<file path="src/rtl/qcts_pkg.sv">
`timescale 1ns / 1ps
// ----------------------------------------------------------------------------
// QOI chunk tag statistics - shared definitions
// Parser phases, tag codes, header layout and the packed result width.
// ----------------------------------------------------------------------------
package qcts_pkg;

	// Parser phase, one-hot.
	typedef enum logic [4:0] {
		PH_IDLE    = 5'b00001,
		PH_HEADER  = 5'b00010,
		PH_TAG     = 5'b00100,
		PH_PAYLOAD = 5'b01000,
		PH_DONE    = 5'b10000
	} phase_t;

	// Tag codes and masks.
	localparam logic [7:0] TAG_RGB   = 8'hFE;
	localparam logic [7:0] TAG_RGBA  = 8'hFF;
	localparam logic [1:0] TOP_INDEX = 2'b00;
	localparam logic [1:0] TOP_DIFF  = 2'b01;
	localparam logic [1:0] TOP_LUMA  = 2'b10;

	// Payload byte counts per tag kind.
	localparam logic [2:0] PAYLOAD_RGB  = 3'd3;
	localparam logic [2:0] PAYLOAD_RGBA = 3'd4;
	localparam logic [2:0] PAYLOAD_LUMA = 3'd1;

	// Header byte positions.
	localparam logic [3:0] HDR_WIDTH_FIRST  = 4'd4;
	localparam logic [3:0] HDR_HEIGHT_FIRST = 4'd8;
	localparam logic [3:0] HDR_PRODUCT      = 4'd12;
	localparam logic [3:0] HDR_LAST         = 4'd13;

	// Result packing: magic_error plus eight 32-bit counters, padded to bytes.
	localparam int CNT_W       = 32;
	localparam int RESULT_BITS = 1 + 8 * CNT_W;
	localparam int M_TDATA_W   = ((RESULT_BITS + 7) / 8) * 8;
	localparam int PAD_W       = M_TDATA_W - RESULT_BITS;

	// Expected magic "qoif", one byte per header position.
	function automatic logic [7:0] magic_byte(input logic [1:0] pos);
		logic [7:0] b;
		case (pos)
			2'd0:    b = 8'h71;
			2'd1:    b = 8'h6F;
			2'd2:    b = 8'h69;
			default: b = 8'h66;
		endcase
		return b;
	endfunction

endpackage

</file>
<file path="src/rtl/qoi_chunk_tag_statistics_core.sv">
`timescale 1ns / 1ps
// ----------------------------------------------------------------------------
// QOI chunk tag statistics core
// Parses a QOI byte stream, checks the header magic and counts chunk tags by kind.
// ----------------------------------------------------------------------------
//  channel  dir  signals                      content
//  s_axis   in   tvalid tready tdata tuser    tdata: data_byte[7:0]; tuser: new_file
//  m_axis   out  tvalid tready tdata tlast    tlast: file_done; tdata: magic_error[0],
//                                             total[32:1] rgb[64:33] rgba[96:65]
//                                             index[128:97] diff[160:129] luma[192:161]
//                                             run[224:193] run_pixels[256:225]
//
//  One item per clock if not stalled; each byte's result is ready on the next cycle.
//  The result register is the statistics state itself, so a byte is taken
//  whenever the result slot is empty or is being drained in the same cycle.
//  The pixel count multiplier is registered one header byte before it is used.
//  Reset clears all counters and control, not dimensions; no start-up pass is needed.
// ----------------------------------------------------------------------------
module qoi_chunk_tag_statistics_core
	import qcts_pkg::*;
(
	input  logic                 clk,
	input  logic                 arst_n,
	input  logic                 s_axis_tvalid,
	output logic                 s_axis_tready,
	input  logic [7:0]           s_axis_tdata,   // [7:0] data_byte
	input  logic                 s_axis_tuser,   // [0] new_file
	output logic                 m_axis_tvalid,
	input  logic                 m_axis_tready,
	output logic [M_TDATA_W-1:0] m_axis_tdata,   // magic_error, total, rgb, rgba, index,
	                                             // diff, luma, run, run_pixels, zero pad
	output logic                 m_axis_tlast    // file_done
);

	// Parser state
	phase_t           phase_q, phase_d;
	logic [3:0]       hdr_pos_q, hdr_pos_d;
	logic [31:0]      width_q, width_d;
	logic [31:0]      height_q, height_d;
	logic [31:0]      product_q;
	logic             product_en;
	logic [31:0]      pixels_left_q, pixels_left_d;
	logic [2:0]       payload_left_q, payload_left_d;
	logic             bad_magic_q, bad_magic_d;

	// Statistics, also the result register
	logic [CNT_W-1:0] total_q, rgb_q, rgba_q, index_q, diff_q, luma_q, run_q, run_pix_q;
	logic             inc_rgb, inc_rgba, inc_index, inc_diff, inc_luma, inc_run;
	logic             file_done_q, file_done_d;
	logic             out_valid_q;

	// Working signals
	logic             accept;
	phase_t           phase_eff;
	logic [3:0]       pos_eff;
	logic [7:0]       b;
	logic [6:0]       used;
	logic [2:0]       payload;
	logic             is_tag;

	assign accept        = s_axis_tvalid && s_axis_tready;
	assign s_axis_tready = !out_valid_q || m_axis_tready;
	assign b             = s_axis_tdata;

	// A new file restarts the header at this byte.
	assign phase_eff = s_axis_tuser ? PH_HEADER : phase_q;
	assign pos_eff   = s_axis_tuser ? 4'd0 : hdr_pos_q;

	// Tag classification.
	always_comb begin
		inc_rgb   = 1'b0;
		inc_rgba  = 1'b0;
		inc_index = 1'b0;
		inc_diff  = 1'b0;
		inc_luma  = 1'b0;
		inc_run   = 1'b0;
		used      = 7'd1;
		payload   = 3'd0;
		if (b == TAG_RGB) begin
			inc_rgb = 1'b1;
			payload = PAYLOAD_RGB;
		end else if (b == TAG_RGBA) begin
			inc_rgba = 1'b1;
			payload  = PAYLOAD_RGBA;
		end else if (b[7:6] == TOP_INDEX) begin
			inc_index = 1'b1;
		end else if (b[7:6] == TOP_DIFF) begin
			inc_diff = 1'b1;
		end else if (b[7:6] == TOP_LUMA) begin
			inc_luma = 1'b1;
			payload  = PAYLOAD_LUMA;
		end else begin
			inc_run = 1'b1;
			used    = {1'b0, b[5:0]} + 7'd1;
		end
	end

	// Next parser state for one byte.
	always_comb begin
		phase_d        = phase_q;
		hdr_pos_d      = hdr_pos_q;
		width_d        = width_q;
		height_d       = height_q;
		pixels_left_d  = pixels_left_q;
		payload_left_d = payload_left_q;
		bad_magic_d    = s_axis_tuser ? 1'b0 : bad_magic_q;
		file_done_d    = 1'b0;
		product_en     = 1'b0;
		is_tag         = 1'b0;
		case (phase_eff)
			PH_HEADER: begin
				payload_left_d = 3'd0;
				hdr_pos_d      = pos_eff + 4'd1;
				phase_d        = PH_HEADER;
				if (pos_eff < HDR_WIDTH_FIRST) begin
					if (b != magic_byte(pos_eff[1:0])) begin
						bad_magic_d = 1'b1;
						phase_d     = PH_DONE;
						hdr_pos_d   = pos_eff;
					end
				end else if (pos_eff < HDR_HEIGHT_FIRST) begin
					width_d = {width_q[23:0], b};
				end else if (pos_eff < HDR_PRODUCT) begin
					height_d = {height_q[23:0], b};
				end else if (pos_eff == HDR_PRODUCT) begin
					product_en = 1'b1;
				end else begin
					hdr_pos_d     = 4'd0;
					pixels_left_d = product_q;
					if (product_q == 32'd0) begin
						phase_d     = PH_DONE;
						file_done_d = 1'b1;
					end else begin
						phase_d = PH_TAG;
					end
				end
			end
			PH_TAG: begin
				is_tag = 1'b1;
				if ({25'd0, used} >= pixels_left_q) begin
					pixels_left_d  = 32'd0;
					payload_left_d = 3'd0;
					phase_d        = PH_DONE;
					file_done_d    = 1'b1;
				end else begin
					pixels_left_d  = pixels_left_q - {25'd0, used};
					payload_left_d = payload;
					phase_d        = (payload != 3'd0) ? PH_PAYLOAD : PH_TAG;
				end
			end
			PH_PAYLOAD: begin
				if (payload_left_q > 3'd1) begin
					payload_left_d = payload_left_q - 3'd1;
				end else begin
					payload_left_d = 3'd0;
					phase_d        = PH_TAG;
				end
			end
			default: begin
			end
		endcase
	end

	// Control and statistics registers.
	always_ff @(posedge clk or negedge arst_n) begin
		if (!arst_n) begin
			phase_q        <= PH_IDLE;
			hdr_pos_q      <= 4'd0;
			pixels_left_q  <= 32'd0;
			payload_left_q <= 3'd0;
			bad_magic_q    <= 1'b0;
			file_done_q    <= 1'b0;
			out_valid_q    <= 1'b0;
			total_q        <= '0;
			rgb_q          <= '0;
			rgba_q         <= '0;
			index_q        <= '0;
			diff_q         <= '0;
			luma_q         <= '0;
			run_q          <= '0;
			run_pix_q      <= '0;
		end else begin
			if (accept) begin
				out_valid_q    <= 1'b1;
				phase_q        <= phase_d;
				hdr_pos_q      <= hdr_pos_d;
				pixels_left_q  <= pixels_left_d;
				payload_left_q <= payload_left_d;
				bad_magic_q    <= bad_magic_d;
				file_done_q    <= file_done_d;
				if (is_tag) begin
					total_q   <= total_q + 32'd1;
					rgb_q     <= rgb_q + {31'd0, inc_rgb};
					rgba_q    <= rgba_q + {31'd0, inc_rgba};
					index_q   <= index_q + {31'd0, inc_index};
					diff_q    <= diff_q + {31'd0, inc_diff};
					luma_q    <= luma_q + {31'd0, inc_luma};
					run_q     <= run_q + {31'd0, inc_run};
					run_pix_q <= run_pix_q + (inc_run ? {25'd0, used} : 32'd0);
				end
			end else if (m_axis_tready) begin
				out_valid_q <= 1'b0;
			end
		end
	end

	// Header dimensions and the registered pixel product.
	always_ff @(posedge clk) begin
		if (accept) begin
			width_q  <= width_d;
			height_q <= height_d;
			if (product_en) begin
				product_q <= width_q * height_q;
			end
		end
	end

	// Result port.
	assign m_axis_tvalid = out_valid_q;
	assign m_axis_tlast  = file_done_q;
	assign m_axis_tdata  = {{PAD_W{1'b0}}, run_pix_q, run_q, luma_q, diff_q, index_q,
	                        rgba_q, rgb_q, total_q, bad_magic_q};

`ifndef SYNTHESIS
	// A finished file leaves the parser waiting for the next file.
	assert property (@(posedge clk) disable iff (!arst_n)
		(m_axis_tvalid && m_axis_tlast) |-> (phase_q == PH_DONE))
		else $error("file_done without the parser in its done phase");

	// A bad magic always stops the parser for the rest of the file.
	assert property (@(posedge clk) disable iff (!arst_n)
		bad_magic_q |-> (phase_q == PH_DONE))
		else $error("magic error while the parser still runs");

	// The payload phase always has bytes left to skip.
	assert property (@(posedge clk) disable iff (!arst_n)
		(phase_q == PH_PAYLOAD) |-> (payload_left_q != 3'd0))
		else $error("payload phase with no payload bytes left");

	// One item adds at most one tag to the total.
	assert property (@(posedge clk) disable iff (!arst_n)
		accept |=> ((total_q == $past(total_q)) || (total_q == $past(total_q) + 32'd1)))
		else $error("total tag count moved by more than one");
`endif

endmodule
</file>
<file path="config.mk">
export PLATFORM = sky130hd
export DESIGN_NAME = qoi_chunk_tag_statistics_core
export DESIGN_NICKNAME = d
export VERILOG_FILES = /design/src/rtl/qcts_pkg.sv /design/src/rtl/qoi_chunk_tag_statistics_core.sv
export SDC_FILE = /design/constraint.sdc
export NUM_CORES = 2
export LEC_CHECK = 0
export BUFFER_PORTS_ARGS = -buffer_cell sky130_fd_sc_hd__buf_2
export CAP_MARGIN = 5
export CORE_MARGIN = 2
export CORE_UTILIZATION = 57
export CTS_BUF_LIST = sky130_fd_sc_hd__clkbuf_8
export CTS_CLUSTER_SIZE = 25
export DETAILED_ROUTE_END_ITERATION = 6
export PLACE_DENSITY = 0.8
export SLEW_MARGIN = 0
export SYNTH_ARGS = -nofsm -noshare
export SYNTH_HDL_FRONTEND = slang
export SYNTH_SLANG_ARGS = --single-unit
export TNS_END_PERCENT = 100
</file>
<file path="constraint.sdc">
create_clock -name clk -period 6.99 [get_ports clk]
set_input_delay 0.699 -clock clk [delete_from_list [all_inputs] [get_ports clk]]
set_output_delay 0.699 -clock clk [all_outputs]
set_load 0.01 [all_outputs]
</file>
---- Word-level counts from Yosys, hierarchy flattened ----
Index checks and enable logic that the tools add are counted.
word-level totals
  register bits ........................... 399
  bits in latches ......................... 0
  RAM bits ................................ 0
  bits in read-only memories .............. 0
  input port bits ......................... 13
  output and inout bits ................... 267
  word-level logic and storage cells ...... 151
  memories ................................ 0
cells by class
  $add $sub $neg .......................... 12
  multipliers ............................. 1
  div/mod/pow operators ................... 0
  $lt $le $gt $ge ......................... 5
  eq/ne operators ......................... 16
  shift-type cells ........................ 0
  multiplexer cells ....................... 79
  bitwise gates (word level) .............. 2
  reductions and logical operators ........ 18
operators with widths
  kind                                                             count
  32-bit by 1-bit adder with 32-bit output                         6
  32-bit 2-to-1 mux                                                5
  32-bit one-hot mux with 2 select lines                           1
  5-bit 2-to-1 mux                                                 9
  7-bit 2-to-1 mux                                                 6
  1-bit 2-to-1 mux                                                 41
  32-bit by 1-bit adder with 32-bit output, second input constant  1
  32-bit by 7-bit adder with 32-bit output                         1
  7-bit by 32-bit greater-or-equal comparator with 1-bit output    1
  32-bit zero test                                                 1
  32-bit by 32-bit multiplier with 32-bit output                   1
  32-bit by 7-bit subtractor with 32-bit output                    1
  5-bit one-hot mux with 3 select lines                            2
  4-bit 2-to-1 mux                                                 7
  8-bit equality test, second input constant                       2
  8-bit 2-to-1 mux                                                 2
  3-bit 2-to-1 mux                                                 4
  2-bit inequality test, second input constant                     5
  3-bit one-hot mux with 3 select lines                            1
  4-bit less-than comparator, second input constant                2
  8-bit inequality test                                            1
  2-bit AND reduction                                              4
  6-bit by 1-bit adder with 7-bit output, second input constant    1
  6-bit AND reduction                                              1
  other kinds (21)                                                 27

---- Logic depth before layout (Yosys ltp) ----
  word-level depth ........................ 10
  depth in mapped cells ................... 29
  depth with buffers taken out ............ 27

---- Worst setup path after synthesis ----
OpenSTA, ideal clock, no wires.
  path type ............................... flip-flop to flip-flop
  start point ............................. reg width_q[2]
  end point ............................... reg product_q[30] (data pin)
  library setup time ...................... 0.257 ns
  data arrival time ....................... 6.828 ns
  path slack .............................. -0.095 ns
  stages on the path, launching flop included .. 28
  period minus slack after synthesis ...... 7.085 ns
  path through ............................ edfxtp_1 clkbuf_1 clkbuf_1 nand2_1 fa_1 inv_1 fa_1 fa_1 inv_1 fa_1 inv_1 ha_1 ha_1 fa_1 inv_1 fa_1 inv_1 ha_1 clkbuf_1 a21oi_1 o211ai_1 a21oi_1 o31ai_1 and3_1 o41ai_2 o2111ai_1 o311a_1 xor2_1
on the way
  word-level cells in the longest chain between the ends .. 1
ends and longest elaborated chain
  what                                            line                                  text
  start, declared                                 qoi_chunk_tag_statistics_core.sv:38   logic [31:0] width_q, width_d;
  start signal, assigned                          qoi_chunk_tag_statistics_core.sv:210  width_q <= width_d;
  32-bit by 32-bit multiplier with 32-bit output  qoi_chunk_tag_statistics_core.sv:213  product_q <= width_q * height_q;
  end signal, assigned                            qoi_chunk_tag_statistics_core.sv:213
  end, declared                                   qoi_chunk_tag_statistics_core.sv:40   logic [31:0] product_q;
Every way passes these cells.
A chain may end at the register's enable or synchronous reset.

---- Worst setup path after layout ----
  start point ............................. reg width_q[11]
  end point ............................... reg product_q[27] (data pin)
The elaborated chain is that of the path after synthesis.

==> metrics.cfg <==
[outcome]
status=finished clean

[cells_and_area]
final_common_cell=inv_1
stdcell_area_um2=38500
instances_no_fill=4531
final_layout_size_suffix_gt1_share_pct=16.8
mostFrequentLayoutCells=480 x inv_1, 452 x nand2_1, 399 x fa_1
area_growth_pct=15.5
finalNetCount=4287
nFillCells=4184

[clock_network]
cts_root_buf=clkbuf_8
postCtsHoldBufs=0
path_clk_slew_ps=70
worst_skew_pair.late_latency_ps=680
h-tree-depth=3
cts_buffer_depth=3
cts_tree=done
cts_sinks=399
cts-buffers-inserted=73

[detailed_routing]
routedWlPerCell_um=18.9
routed_wl_mm=85.7
drt-initial-drc-count=1683
antenna_left=0
first_pass_iters=7
via_count=25100
drcViolationCount=0
viasPerCell=5.55

[synth]
synthesis.area_um2=33300
yosysWarnings=0
synthTopCellsByArea=fa_1 25%, dfrtp_1 23%, edfxtp_1 8.7%
syn_avg_cell_area_um2=10.0
synth_area_leader_cell=fa_1
synth-edff-count=96
netlist_instances=3319
synth.distinct_cells=73
synth_seq_cells=399
yosysTopAreaCellShare_pct=24.6
synth-main-ff-cell=dfrtp_1
synth-seq-area-share_pct=31.4
async_flop_share_pct=75.9

[global_routing]
antenna_found_initial=3
grt_pass1_vias=25800
overflow=0
grt_max_degree=174
track_usage_pct=28.5
grt_pass1_wl_mm=135

[power_and_ir_drop]
powerDensity_nw_per_um2=350
peakVddDrop_mv=0.463
power_uw=13500
leakage_uw=0.0191

[setup_path]
slowest_delay_ps=590
rr_worst_depth=26
cp-start-kind=flop
crit_path_max_fanout=7
critical_path.most_common_cell=fa_1
crit_type=flop to flop
cp_slowest_cell=fa_1
crit_arrival_ps=7370
cp.required_ps=7410
end_kind=flop

[timing]
finalHoldViolations=0
drv_slew=0
rsz0062_at_grt=true
fin_crit_sh_pct=99.4
worst-slew-pin-transition_ps=1110
min_period_ps=6950
skew_ps=53.9
setup_viol=0
fmax_mhz=144
setup_tns_ps=0
max_slew_margin_pct=26.2

[place]
io_buffers=272
dp_hpwl_mm=64.7
post-place-cells=4359
placement.cell_area_um2=36100
place.gp.congestion=0.898

[floorplanning]
ioPinCount=280
dieArea_um2=60400
die_w_um=246
die_h_um=246
start_util_pct=57.7
fp.coreArea_um2=57700
rows=88

[job]
cap_violations=0

[worst_hold_path]
hp-class=input port to asynchronous set/reset pin

==> per-layer routing <==
metal / track usage, % / vias to the layer above / wire, µm
met2: 48.7 / 1062 / 42600
li1: - / 11200 / -
met1: 35.1 / 12600 / 32400
met3: 6.25 / 269 / 7110
met4: 11.3 / 4 / 3590
met5: 0 / - / 14
==> cells by family after synthesis <==
group           count (synthesis)  synth area share, %
simple gates                 1201                 18.3
fa+ha+maj                     566                 30.5
other cells                     2               0.0225
flops                         399                 31.4
xor+xnor                      338                 8.89
mux                             1               0.0301
compound gates                223                 4.11
buf+inv                       589                 6.76
==> state kept, by name, summed over array words and instances, names as in the netlist, 3 cells and up <==
| signal | flops |
|---|---|
| product_q | 32 |
| index_q | 32 |
| height_q | 32 |
| run_q | 32 |
| rgba_q | 32 |
| pixels_left_q | 32 |
| total_q | 32 |
| diff_q | 32 |
| payload_left_q | 3 |
| phase_q | 5 |
| rgb_q | 32 |
| hdr_pos_q | 4 |
| luma_q | 32 |
| run_pix_q | 32 |
| width_q | 32 |
==> metrics by stage <==
step	worst slack, ps	hold slack (ps)	utilization [%]
6_report	44.1	145	66.7
5_1_grt	-142	208	66.6
4_1_cts	-14.4	165	65.4
3_5_place_dp	-62.3	462	62.6
3_3_place_gp	56.6	453	62.6
2_1_floorplan	3.78	403	-
==> Yosys cell counts, drive strengths merged (49+ instances only) <==
cell	n
xnor2	238
inv	464
clkbuf	105
fa	410
xor2	100
ha	156
and3	49
nand3	88
o21ai	76
dfrtp	302
nor2	123
nand4	50
a21oi	66
and2	304
edfxtp	96
nand2	452
==> final cells by class <==
type                       count  area [µm²]  area share, %
timing repair buffer         432        2680           6.97
sequential                   399       10500           27.2
tap                          765         957           2.49
multi-input combinational   2338       21100           54.7
clock inverter                42         343          0.891
antenna                        3        7.51         0.0195
inverter                     464        1740           4.53
clock buffer                  88        1210           3.15
==> final timing paths <==
kind | start | end | slack [ps]
min in group clk | s_axis_tvalid | m_axis_tvalid | 340
max in group asynchronous | arst_n | total_q[15] | 5370
min reg2reg | rgb_q[31] | rgb_q[31] | 470
max reg2reg | width_q[11] | product_q[27] | 40
min | arst_n | run_q[27] | 140
max | width_q[11] | product_q[27] | 40
==> worst max-delay path, delay by kind of cell, from the launching register on <==
family,cells,cell delay [ps]
adders and majority gates,9,4420
buffers and inverters,9,710
and+or+nand+nor,4,680
DFF,1,440
AOI/OAI and AO/OA,3,310
xor gates and xnor gates,1,110
==> repair_timing <==
| item | 4_1_cts | 5_1_grt |
|---|---|---|
| buffers inserted | 3 | 36 |
| hold endpoints to repair | 0 | 0 |
| setup endpoints to repair | 3 | 9 |
| resized for setup | 5 | 94 |
| pin swaps | 2 | 64 |
==> power by group <==
group	switching (µW)	internal, µW
clock	1070	1310
combinational	4260	3800
sequential	159	2880
total	5490	7980
(Power assumes the default switching activity.)
